<file path="config.mk">
export PLATFORM = sky130hd
export DESIGN_NAME = lcuc_lerp
export DESIGN_NICKNAME = d
export VERILOG_FILES = /design/src/hw/rtl/lcuc_pkg.sv /design/src/hw/rtl/lcuc_lerp.sv
export SDC_FILE = /design/constraint.sdc
export NUM_CORES = 2
export LEC_CHECK = 0
export BUFFER_PORTS_ARGS = -buffer_cell sky130_fd_sc_hd__buf_2
export CORE_AREA = 3 3 228 230
export CTS_BUF_LIST = sky130_fd_sc_hd__clkbuf_2
export DETAILED_ROUTE_END_ITERATION = 8
export DIE_AREA = 0 0 231 233
export PLACE_DENSITY = 0.67
export SLEW_MARGIN = 20
export SYNTH_ARGS = -nofsm -noshare
export SYNTH_HDL_FRONTEND = slang
export SYNTH_SLANG_ARGS = --single-unit
</file>
<file path="constraint.sdc">
create_clock -name clock -period 7.75 [get_ports clock]
set_input_delay 0.775 -clock clock [delete_from_list [all_inputs] [get_ports clock]]
set_output_delay 0.775 -clock clock [all_outputs]
set_load 0.005 [all_outputs]
</file>
<file path="src/hw/rtl/lcuc_pkg.sv">
// Shared types and constants for the unit-cube line clipper.
// No dependencies; the divider, lerp and top modules import this package.
`timescale 1ns / 1ps

package lcuc_pkg;

   localparam int COORD_W    = 32;               // Q16.16 coordinate
   localparam int DELTA_W    = COORD_W + 1;      // end - start
   localparam int FACE_W     = COORD_W + 2;      // face numerator, exact
   localparam int MAG_W      = 32;               // magnitude of numerator / denominator
   localparam int FRAC_W     = 16;
   localparam int QUO_W      = 17;               // quotient bits kept, 0..131071
   localparam int T_W        = QUO_W + 1;        // signed face parameter
   localparam int TPOS_W     = 17;               // clip parameter 0..65536
   localparam int REM_W      = MAG_W + FRAC_W + 1;
   localparam int CH_W       = 8;
   localparam int CDELTA_W   = CH_W + 1;
   localparam int COLOR_W    = 24;
   localparam int NUM_AXES   = 3;
   localparam int NUM_FACES  = 2 * NUM_AXES;
   localparam int NUM_CH     = COLOR_W / CH_W;
   localparam int DIV_STAGES = QUO_W + 1;        // overflow check plus one stage per bit

   localparam logic [TPOS_W-1:0]        T_ONE    = TPOS_W'(65536);
   localparam logic signed [FACE_W-1:0] CUBE_MAX = FACE_W'(65536);

   typedef struct packed {
      logic [COORD_W-1:0] start_x;
      logic [COORD_W-1:0] start_y;
      logic [COORD_W-1:0] start_z;
      logic [COORD_W-1:0] end_x;
      logic [COORD_W-1:0] end_y;
      logic [COORD_W-1:0] end_z;
      logic [COLOR_W-1:0] start_color;
      logic [COLOR_W-1:0] end_color;
   } in_item_type;

   typedef struct packed {
      logic               visible;
      logic [COORD_W-1:0] clip_start_x;
      logic [COORD_W-1:0] clip_start_y;
      logic [COORD_W-1:0] clip_start_z;
      logic [COORD_W-1:0] clip_end_x;
      logic [COORD_W-1:0] clip_end_y;
      logic [COORD_W-1:0] clip_end_z;
      logic [COLOR_W-1:0] clip_start_color;
      logic [COLOR_W-1:0] clip_end_color;
   } out_item_type;

   typedef struct packed {
      logic den_pos;
      logic den_neg;
      logic num_pos;
      logic t_neg;
   } face_flags_type;

   typedef struct packed {
      in_item_type                     item;
      face_flags_type [NUM_FACES-1:0]  flags;
   } prep_type;

endpackage

</file>
<file path="src/hw/rtl/lcuc_lerp.sv">
// Two-stage fixed-point lerp: base + trunc(delta * t / 65536).
// Multiply stage then truncate-and-add stage. Uses lcuc_pkg.
`timescale 1ns / 1ps

module lcuc_lerp
   import lcuc_pkg::*;
#(
   parameter int BASE_W  = 32,
   parameter int DELTA_W = 33,
   parameter int RES_W   = 32
) (
   input  logic                      clock,
   input  logic                      en_mul,
   input  logic                      en_out,
   input  logic signed [BASE_W-1:0]  base,
   input  logic signed [DELTA_W-1:0] delta,
   input  logic [TPOS_W-1:0]         t,
   output logic [RES_W-1:0]          result
);

   localparam int PROD_W = DELTA_W + TPOS_W + 1;

   logic signed [PROD_W-1:0] prod_in;
   logic signed [PROD_W-1:0] prod_ff;
   logic signed [BASE_W-1:0] base_ff;
   logic signed [PROD_W-1:0] adj;
   logic signed [PROD_W-1:0] shifted;
   logic signed [PROD_W-1:0] sum;
   logic [RES_W-1:0]         result_ff;

   assign prod_in = delta * $signed({1'b0, t});

   always_ff @(posedge clock) begin
      if (en_mul) begin
         prod_ff <= prod_in;
         base_ff <= base;
      end
   end

   // bias negative products so the shift truncates toward zero
   assign adj     = prod_ff + $signed({{(PROD_W-FRAC_W){1'b0}}, {FRAC_W{prod_ff[PROD_W-1]}}});
   assign shifted = adj >>> FRAC_W;
   assign sum     = PROD_W'(base_ff) + shifted;

   always_ff @(posedge clock) begin
      if (en_out) begin
         result_ff <= sum[RES_W-1:0];
      end
   end

   assign result = result_ff;

endmodule

</file>
**Word-level counts from Yosys, hierarchy flattened**

Cells that the tools add are included.

- Bits in registers: 115
- Bits of input ports: 85
- Output and inout bits: 32
- Logic and storage cells: 6

- Add/sub/neg operators: 2
- Multiply operators: 1

Operators by type and width:

| operator | count |
|---|---|
| $mul 33x18->51 | 1 |
| $add 48x17->48 | 1 |
| $add 32x32->32 | 1 |

**Longest topological paths before layout**

- Depth after elaboration: 2
- Mapped depth: 25
- Mapped depth without buffers: 24

**Least setup slack after synthesis**

OpenSTA, ideal clock, no wires.

- Path kind: input -> register
- Start point: input delta[19]
- End point: register prod_ff[43], data pin
- Library setup time: 0.260 ns
- Arrival time: 6.280 ns
- Required time: 7.490 ns
- Slack: 1.210 ns
- Stages on the path: 21
- Path buffers: 2
- Cells stage by stage: clkbuf_1 nand2_1 fa_1 fa_1 fa_1 inv_1 fa_1 fa_1 inv_1 fa_1 inv_1 ha_1 buf_2 and3_4 a311o_1 a22oi_1 a221oi_1 a211o_2 a41o_1 a21oi_2 xnor2_1

- Cells in the longest elaborated chain, start to end: 1

Ends and longest elaborated chain:

| item | RTL line | RTL |
|---|---|---|
| start: declaration | lcuc_lerp.sv:16 | `input logic signed [DELTA_W-1:0] delta,` |
| $mul 33x18->51 | lcuc_lerp.sv:31 | `assign prod_in = delta * $signed({1'b0, t});` |
| net prod_in[43] | lcuc_lerp.sv:23 | `logic signed [PROD_W-1:0] prod_in;` |
| end signal: assignment | lcuc_lerp.sv:35 | `prod_ff <= prod_in;` |
| end: declaration | lcuc_lerp.sv:24 | `logic signed [PROD_W-1:0] prod_ff;` |

The timed path passes the listed nets, and every way through them passes these cells.
A chain may end at the register's enable or synchronous reset.

**Final worst setup path**

- Start point: input t[4]
- End point: register prod_ff[50], data pin

- Cells in the longest elaborated chain, start to end: 1

Ends and longest elaborated chain:

| item | RTL line | RTL |
|---|---|---|
| start: declaration | lcuc_lerp.sv:17 | `input logic [TPOS_W-1:0] t,` |
| $mul 33x18->51 | lcuc_lerp.sv:31 |  |
| net prod_in[50] | lcuc_lerp.sv:23 |  |

The timed path passes the listed nets, and every way through them passes these cells.

==> qor.yml <==
synth_top_cell_area_share_pct: 42.9
drt_first_pass_iters: 7
die_y_um: 233
hold_ws_ns: 0.259
worstPathMaxFanout: 33
cts_htree_levels: 4
die_area_um2: 53800
clkLatencyLatePin_ns: 0.67
cts_setup_buffers: 0
synth_area_leaders: "fa_1 (43%), edfxtp_1 (14%), inv_1 (9.6%)"
yosysMostFrequentCell: "inv_1"
synth.distinct_cells: 65
grt-ovfl-total: 0
nNetsFinal: 3478
ys_seq_elements: 113
clockRootBuffer: "clkbuf_2"
start_kind: "primary input"
final.setup.worst_slack_ns: 0.988
yosysSeqAreaShare_pct: 13.6
synthMuxAreaShare_pct: 0
path_class: "in2reg"
place_congestion: 0.904
cp_common_cell: "fa_1"
drc: 1
outcome: "finished with violations"
cp_slowest_cell: "buf_2"
cts_resized: 0
finalSetupTns_ns: 0
vias_per_cell: 5.27
synthXorXnorAreaFrac_pct: 3.84
post-place-ws_ns: 0.358
netlist_instances: 2631
ant_nets: 0
crit_chain: "buf_2, nand2_1, fa_1, fa_1, fa_1, inv_1, fa_1, fa_1, inv_1, fa_1, inv_1, ha_1, nand4_1, or2_1, o211ai_2, nand2_1, nand3_1, a41oi_1, o21a_1, o41ai_2, xnor2_1"
synth-simple-area-share_pct: 15.0
hpwl_mm: 48.4
avgSynthCellArea_um2: 9.52
cts_buffers: 17
cpLargestDelayFamily: "adder cells"
coreArea_um2: 50100
fin_crit_sh_pct: 87.2
crit_buf_inv: 4
final_area_um2: 26500
clock-sinks: 113
grtUsageTotal_pct: 23.9
setup_viol: 0
antenna_found_initial: 3
drv_slew: 0
grt_pass1_wl_mm: 102
num_vias: 17800
tightest_slew_ns: 0.886
syn2layout_area_growth_pct: 5.79
end_kind: "flop"
synth_fa_ha_area_share_pct: 51.2
yosysTopAreaCell: "fa_1"
synth_compound_area_share_pct: 5.43
syn-num-nets: 3419
syn-cell-area_um2: 25000
wl_per_cell_um: 18.2
layout-drive-gt1-share_pct: 6.66
cpPeakStageDelay_ns: 0.63
synth_common_cells: "inv_1 (640), fa_1 (537), nand2_1 (375)"
io_buffers: 116
synth-edff-count: 113
cts_buffer_depth: 2
fp-row-count: 82
die_w_um: 231
critical_path_arrival_ns: 7.18
hold_viol: 0
slew_headroom_pct: 40.9
wl_mm: 61.4
clkTransAtPathRegs_ns: 0.19
ios: 117
worstPathRequired_ns: 8.17
drt-initial-drc-count: 1224
violations: "design-rule violations"
dpl-instance-area_um2: 26200
synth_ff_type: "edfxtp_1"
async_reset_ff_share_pct: 0
skew_ns: 0.0368
cts_tree: "yes"
fin_crit_ns: 6.76
max_freq_ghz: 0.148
yosysWarnings: 0
grt_max_degree: 57
hp-class: "in2reg"
start_util_pct: 50.0
rsz0062_at_grt: "false"
synth_top_family_by_area: "adder cells"
ctsHoldBuffers: 0
grt_pass1_vias: 19600
r2r_slack_ns: 2.28
max-cap-violations: 0
## area by class of cell
class	instances	area (µm²)
Antenna cell	3	7.51
Clock buffer	18	90.1
Clock inverter	14	165
Fill cell	4587	23600
Inverter	640	2400
Multi-Input combinational cell	1788	18900
Sequential cell	113	3390
Tap cell	672	841
Timing Repair Buffer	130	688
## placed cells by master, fill, tap and decap left out, types with 32 or more instances in the layout
| cell | count |
|---|---|
| xnor2_1 | 70 |
| ha_1 | 166 |
| buf_2 | 115 |
| a21o_1 | 32 |
| nor2_1 | 56 |
| a21oi_1 | 71 |
| fa_1 | 537 |
| inv_1 | 640 |
| o21ai_0 | 34 |
| xor2_1 | 38 |
| edfxtp_1 | 113 |
| nand2_1 | 375 |
| and2_1 | 234 |
## flip-flops by register name, summed over array words and instances (netlist names)
name     count
result      32
prod_ff     49
base_ff     32
## metal layers
layer	up-vias	part of all wire, %	GRT usage (%)
li1	7968	-	-
met5	-	0	0
met2	697	48	40.0
met1	9025	43	32.8
met3	109	7.3	3.65
met4	0	2.5	6.33
## worst paths after layout
kind	end	cells after the start	startpoint
hold reg to reg	result[0]	1	base_ff[0]
setup / recovery	prod_ff[50]	21	t[4]
hold / removal	base_ff[11]	1	base[11]
setup reg to reg	result[31]	19	prod_ff[50]
## stage by stage
stage | instances | utilization (%)
floorplan | 2631 | -
global placement | 3343 | 52.4
detailed placement | 3343 | 52.4
CTS | 3375 | 52.9
global route | 3378 | 52.9
finish | 3378 | 52.9
## kinds of logic (layout without fill, tap and decap cells)
family / after synthesis / after routing
buffers and inverters: 730 / 802
XOR/XNOR: 109 / 109
adder cells (fa/ha/maj): 703 / 703
other: 0 / 3
AND/OR/NAND/NOR: 765 / 765
AO/OA/AOI/OAI: 211 / 211
flip-flops: 113 / 113
Power is not shown: default switching activity piles up to over one toggle a cycle in this logic, so the estimate is an artifact.
