--- src/hw/rtl/lcuc_pkg.sv ---
// Shared types and constants for the unit-cube line clipper.
// No dependencies; the divider, lerp and top modules import this package.
`timescale 1ns / 1ps

package lcuc_pkg;

   localparam int COORD_W    = 32;               // Q16.16 coordinate
   localparam int DELTA_W    = COORD_W + 1;      // end - start
   localparam int FACE_W     = COORD_W + 2;      // face numerator, exact
   localparam int MAG_W      = 32;               // magnitude of numerator / denominator
   localparam int FRAC_W     = 16;
   localparam int QUO_W      = 17;               // quotient bits kept, 0..131071
   localparam int T_W        = QUO_W + 1;        // signed face parameter
   localparam int TPOS_W     = 17;               // clip parameter 0..65536
   localparam int REM_W      = MAG_W + FRAC_W + 1;
   localparam int CH_W       = 8;
   localparam int CDELTA_W   = CH_W + 1;
   localparam int COLOR_W    = 24;
   localparam int NUM_AXES   = 3;
   localparam int NUM_FACES  = 2 * NUM_AXES;
   localparam int NUM_CH     = COLOR_W / CH_W;
   localparam int DIV_STAGES = QUO_W + 1;        // overflow check plus one stage per bit

   localparam logic [TPOS_W-1:0]        T_ONE    = TPOS_W'(65536);
   localparam logic signed [FACE_W-1:0] CUBE_MAX = FACE_W'(65536);

   typedef struct packed {
      logic [COORD_W-1:0] start_x;
      logic [COORD_W-1:0] start_y;
      logic [COORD_W-1:0] start_z;
      logic [COORD_W-1:0] end_x;
      logic [COORD_W-1:0] end_y;
      logic [COORD_W-1:0] end_z;
      logic [COLOR_W-1:0] start_color;
      logic [COLOR_W-1:0] end_color;
   } in_item_type;

   typedef struct packed {
      logic               visible;
      logic [COORD_W-1:0] clip_start_x;
      logic [COORD_W-1:0] clip_start_y;
      logic [COORD_W-1:0] clip_start_z;
      logic [COORD_W-1:0] clip_end_x;
      logic [COORD_W-1:0] clip_end_y;
      logic [COORD_W-1:0] clip_end_z;
      logic [COLOR_W-1:0] clip_start_color;
      logic [COLOR_W-1:0] clip_end_color;
   } out_item_type;

   typedef struct packed {
      logic den_pos;
      logic den_neg;
      logic num_pos;
      logic t_neg;
   } face_flags_type;

   typedef struct packed {
      in_item_type                     item;
      face_flags_type [NUM_FACES-1:0]  flags;
   } prep_type;

endpackage

--- src/hw/rtl/lcuc_divider.sv ---
// Pipelined restoring divider: (num << 16) / den, one quotient bit per stage.
// Saturates the quotient when it needs more than QUO_W bits. Uses lcuc_pkg.
`timescale 1ns / 1ps

module lcuc_divider
   import lcuc_pkg::*;
(
   input  logic                  clock,
   input  logic [DIV_STAGES-1:0] en,
   input  logic [MAG_W-1:0]      num_mag,
   input  logic [MAG_W-1:0]      den_mag,
   output logic [QUO_W-1:0]      quo
);

   logic [REM_W-1:0] rem_ff [DIV_STAGES];
   logic [MAG_W-1:0] den_ff [DIV_STAGES];
   logic [QUO_W-1:0] q_ff   [DIV_STAGES];
   logic             ovf_ff [DIV_STAGES];

   logic [REM_W-1:0] dividend;
   logic [REM_W-1:0] den_top;

   assign dividend = {1'b0, num_mag, {FRAC_W{1'b0}}};
   assign den_top  = {den_mag, {QUO_W{1'b0}}};

   always_ff @(posedge clock) begin
      if (en[0]) begin
         rem_ff[0] <= dividend;
         den_ff[0] <= den_mag;
         q_ff[0]   <= '0;
         ovf_ff[0] <= (dividend >= den_top);
      end
   end

   for (genvar j = 1; j < DIV_STAGES; j++) begin : g_bit
      localparam int BIT = QUO_W - j;
      logic [REM_W-1:0] trial;
      logic             take;

      assign trial = REM_W'(den_ff[j-1]) << BIT;
      assign take  = (rem_ff[j-1] >= trial);

      always_ff @(posedge clock) begin
         if (en[j]) begin
            rem_ff[j] <= take ? (rem_ff[j-1] - trial) : rem_ff[j-1];
            den_ff[j] <= den_ff[j-1];
            q_ff[j]   <= q_ff[j-1] | (QUO_W'(take) << BIT);
            ovf_ff[j] <= ovf_ff[j-1];
         end
      end
   end

   assign quo = ovf_ff[DIV_STAGES-1] ? '1 : q_ff[DIV_STAGES-1];

endmodule

--- config.mk ---
export PLATFORM = sky130hd
export DESIGN_NAME = lcuc_divider
export DESIGN_NICKNAME = d
export VERILOG_FILES = /design/src/hw/rtl/lcuc_pkg.sv /design/src/hw/rtl/lcuc_divider.sv
export SDC_FILE = /design/constraint.sdc
export NUM_CORES = 2
export LEC_CHECK = 0
export BUFFER_PORTS_ARGS = -buffer_cell sky130_fd_sc_hd__buf_2
export CAP_MARGIN = 20
export CORE_ASPECT_RATIO = 0.5
export CORE_MARGIN = 1.5
export CORE_UTILIZATION = 30
export DETAILED_ROUTE_END_ITERATION = 10
export MAX_ROUTING_LAYER = met4
export SLEW_MARGIN = 25
export SYNTH_ARGS = -nofsm -noshare
export SYNTH_HDL_FRONTEND = slang
export SYNTH_SLANG_ARGS = --single-unit
--- constraint.sdc ---
create_clock -name clock -period 4.48 [get_ports clock]
set_input_delay 0.896 -clock clock [delete_from_list [all_inputs] [get_ports clock]]
set_output_delay 0.896 -clock clock [all_outputs]
set_load 0.05 [all_outputs]
; ---- After elaboration in Yosys (flattened, before gate mapping)
; Memory sizes are Yosys's and may differ from the RTL's.
; Index checks and enable logic that the tools add are counted.
[totals]
ram_bits = 1782
n_memories = 4
reg_bits = 0
out_inout_bits = 17
wordCells = 110
inputBits = 83
[memory_table]
columns = memory, depth, width, read_ports, rd_clocked_by_memory_dff, write_ports, line
row1 = rem_ff, 18, 49, 17, 0, 18, lcuc_divider.sv:15  ; logic [REM_W-1:0] rem_ff [DIV_STAGES];
row2 = den_ff, 18, 32, 17, 0, 18, lcuc_divider.sv:16  ; logic [MAG_W-1:0] den_ff [DIV_STAGES];
row3 = q_ff, 18, 17, 18, 0, 18, lcuc_divider.sv:17  ; logic [QUO_W-1:0] q_ff [DIV_STAGES];
row4 = ovf_ff, 18, 1, 18, 0, 18, lcuc_divider.sv:18  ; logic ovf_ff [DIV_STAGES];
[op_classes]
add_sub_neg = 17
order_cmp = 18
n_bitwise = 17
mux = 54
[op_table]
columns = op, count
row1 = 2-to-1 mux 49 bit, 17
row2 = >= comparator 48 x 49 -> 1 bit, 1
row3 = >= comparator 49 x 32 -> 1 bit, 1
row4 = >= comparator 49 x 33 -> 1 bit, 1
row5 = >= comparator 49 x 34 -> 1 bit, 1
row6 = >= comparator 49 x 35 -> 1 bit, 1
row7 = >= comparator 49 x 36 -> 1 bit, 1
row8 = >= comparator 49 x 37 -> 1 bit, 1
row9 = >= comparator 49 x 38 -> 1 bit, 1
row10 = >= comparator 49 x 39 -> 1 bit, 1
row11 = >= comparator 49 x 40 -> 1 bit, 1
row12 = >= comparator 49 x 41 -> 1 bit, 1
row13 = >= comparator 49 x 42 -> 1 bit, 1
row14 = >= comparator 49 x 43 -> 1 bit, 1
row15 = >= comparator 49 x 44 -> 1 bit, 1
row16 = >= comparator 49 x 45 -> 1 bit, 1
row17 = >= comparator 49 x 46 -> 1 bit, 1
row18 = >= comparator 49 x 47 -> 1 bit, 1
row19 = >= comparator 49 x 48 -> 1 bit, 1
row20 = subtractor 49 x 32 -> 49 bit, 1
row21 = subtractor 49 x 33 -> 49 bit, 1
row22 = subtractor 49 x 34 -> 49 bit, 1
row23 = subtractor 49 x 35 -> 49 bit, 1
row24 = subtractor 49 x 36 -> 49 bit, 1
row25 = 31 further kinds, 66

; ---- Depth between registers and ports, before layout
; An unclocked memory read counts as a cell.
[logic_depth]
ltp_word = 3
ltp_mapped = 16
mapped_depth_nobuf = 14

; ---- Least setup slack after synthesis
; Ideal clock, no wire load.
[synth_timing]
path_type = flip-flop to flip-flop
startpoint = mem den_ff[7][0]
endpoint = mem rem_ff[8][10] (netlist name) (data pin)
setup_ns = 0.260
n_path_buf = 1
setup_slack_ns = 0.985
period_less_slack_ns = 3.495
arrival_ns = 3.235
path_stages_with_launch = 13
required_time_ns = 4.220
path_cell_list = edfxtp_1 inv_1 fa_1 a211oi_1 o211ai_1 nand3_1 o211ai_1 a221oi_1 o31ai_1 o32a_1 nor2_2 buf_2 mux2_2
[synth_lines]
columns = item, line
row1 = "start, declared", lcuc_divider.sv:16
row2 = "end, declared", lcuc_divider.sv:15

==> reports/results.txt <==
Largest fanout on the critical path: 28
Number of synthesized flops with an enable pin: 1395
# fillers: 26159
Initial antenna violation count: 2
Total number of vias: 52407
Die width: 733 um
Max-slew violations: 0
I/O pin count: 100
Top FF cell, synth: edfxtp_1
FF+latch count, synth: 1395
Post-CTS Repair Setup Buffers: 0
Post-synth ARST share: 0%
Share of layout cells above drive strength 1: 7.48%
Final Skew: 0.0543 ns
R2R cell count: 13
CP Launch Point: den_ff[0][1]
Post-cts sizing count: 0
RR Endpoint: rem_ff[1][29]
Total global-route track usage: 12.2%
Peak supply drop: 0.315 mV
Reg2Reg Setup Slack: 0.39 ns
Total Nets Final: 8111
Drt pass-1 iters: 6
Min-Delay Path Class: in2reg
Status: complete, no violations
Worst Tran Pin Value: 0.856 ns
Synth area leaders: edfxtp_1 (52%), ha_1 (9.0%), a21oi_1 (4.1%)
# DRC: 0
Syn avg cell area: 10.9 um2
Min-Delay Path Depth: 1
CTS max path bufs: 4
DRT antenna net count: 0
Period utilization: 91.4%
Worst skew pair latency: 0.82 ns
Max Cap Viol: 0
Initial core utilization: 30.3%
Max_slew headroom: 42.4%
Initial detailed-routing violation count: 3163
Maximum clock rate: 244 MHz
Final Cell Area: 89200 um2
Clk root buf: clkbuf_16
Core area: 264000 um2
H-tree Lvls: 4
Period minus WS final: 4.09 ns
WHS: 0.313 ns
Antenna fix cells: 0
Yosys top cell by area: edfxtp_1
Gpl congestion: 0.914
Critical path required time: 4.99 ns
RSZ-0062 raised after global routing: false
TritonCTS Buffers: 146
Number of distinct library cells after synthesis: 102
Register area share after synthesis: 52.5%
Vias in the first global route: 51845
Setup Total Neg Slack: 0 ns
Post-layout util: 33.8%
TritonCTS clock tree: built
Endpoints failing setup: 0
Largest net degree at the start of global routing: 96
PortBufs: 99
Full die area: 269000 um2
Crit start category: flop
Endpoints failing hold: 0
Wire per inst: 14.9 um
Row cnt: 133
CTS Hold Bufs: 0
Type of the worst setup path: reg2reg
Placement Cell Area: 84700 um2
Die Y: 368 um
Gate Count Post-Synth: 7323
Pwr/cell area: 615 nW/um2
GRT Residual Overflow: 0
Final Total Pwr: 54.9 mW
Area share of the largest cell type after synthesis: 52.5%
Synthesized area: 79900 um2
Area Overhead vs Synth: 11.7%
Net Count, Synth: 7996
Leak: 35.1 nW
First-pass GRT wire length: 267 mm
Yosys warns: 0
Worst-path clk slew: 0.07 ns
Setup crit end: rem_ff[1][29]
Worst Setup End Kind: flop
Critical Path AT: 4.61 ns
Clk sinks: 1395
DP HPWL: 127 mm
Worst R2R Start: den_ff[0][1]
Final WL: 165 mm
Vias/cell: 4.74
placed cells by master, fill, tap and decap left out, types with 96 or more instances in the layout:
cell       count
nor2_1       478
a21oi_1      657
xnor2_1      308
o21ai_0      453
mux2_2        96
ha_1         574
inv_1        694
nand3_1      120
nand2_1      535
a21o_1       285
nand4_1      114
edfxtp_1    1395
nor3_1       111
clkbuf_16    151
xor2_1       259
final cells by class:
type                            instances  area (um2)  area share [%]
Clock buffer                          182        3890            4.37
Clock inverter                         64         558           0.626
Inverter                              695        2610            2.93
Multi-Input combinational cell       5027       34600            38.8
Sequential cell                      1395       41900            47.0
Tap cell                             3510        4390            4.93
Timing Repair Buffer                  173        1230            1.38
sequential cells by signal, summed over array words and instances (netlist names):
name and cells:
den_ff 544, ovf_ff 18, q_ff 153, rem_ff 680
per-layer routing:
metal  global-route usage (%)  vias to the layer above  routed length [um]
met5                        -                        -                   0
met4                     4.72                        0                6680
met3                     1.74                      370                5970
met2                     19.7                     1034               73200
met1                     15.6                    24068               79000
li1                         -                    26935                   -
synthesized netlist by cell type, drive strengths merged (11+ instances only):
cell type  count
nand2b        87
xnor2        308
and3          49
edfxtp      1395
nor2         479
nand4        114
ha           574
nor2b         87
a211oi        48
o21a          84
a311oi        12
nor3b         11
or3           30
o31a          19
a21boi        19
clkbuf       147
nand2        537
a211o         20
or4           27
o21bai        71
inv          695
o211ai        32
and2          29
a2111oi       16
or2           36
buf           59
nor4          46
xor2         259
o31ai         37
nor3         111
o21ai        485
nand3b        14
a21o         286
a31oi         43
and4          19
mux2          97
nand3        121
a21oi        664
fa            16
stage by stage:
stage | setup WS (ns) | cells
after floorplan | 0.985 | 7323
after global placement | 0.593 | 10799
final | 0.387 | 11046
after global routing | 0.161 | 11046
after detailed placement | 0.468 | 10799
after CTS | 0.433 | 11045
how the worst min path moves through the flow:
stage	start	end	slack, ns
floorplan	ovf_ff[9]	ovf_ff[10]	0.40
CTS	den_mag[7]	den_ff[0][7]	0.25
detailed placement	q_ff[10][15]	q_ff[11][15]	0.40
finish	den_mag[7]	den_ff[0][7]	0.31
global placement	ovf_ff[16]	ovf_ff[17]	0.40
global route	den_mag[7]	den_ff[0][7]	0.26
logic make-up (layout without fill, tap and decap cells):
logic type      count (synthesis)  after routing  synth area share [%]
simple gates                 1819           1819                  11.0
buf+inv                       901           1114                  4.32
xor+xnor                      567            567                  6.22
fa+ha+maj                     590            590                  9.40
mux                            97             97                  1.37
flops                        1395           1395                  52.5
compound gates               1954           1954                  15.3
report_power, final:
part	switching (mW)	internal, mW	total (mW)
combinational	12.5	9.83	22.3
sequential	1.98	18.9	20.9
clock	4.98	6.71	11.7
total	19.4	35.4	54.9
worst max-delay path, cell delays in order, from the launching register on:
cell and delay, ns:
edfxtp_1 0.42, inv_1 0.07, ha_1 0.30, nor2b_1 0.15
o31a_1 0.29, o41a_1 0.36, o21ai_1 0.31, a21oi_2 0.16
a31oi_1 0.41, o31ai_2 0.13, a41oi_1 0.28, and2_2 0.55
buf_4 0.28, o21ai_0 0.10
Note: power is estimated with default switching activity, not from simulation.
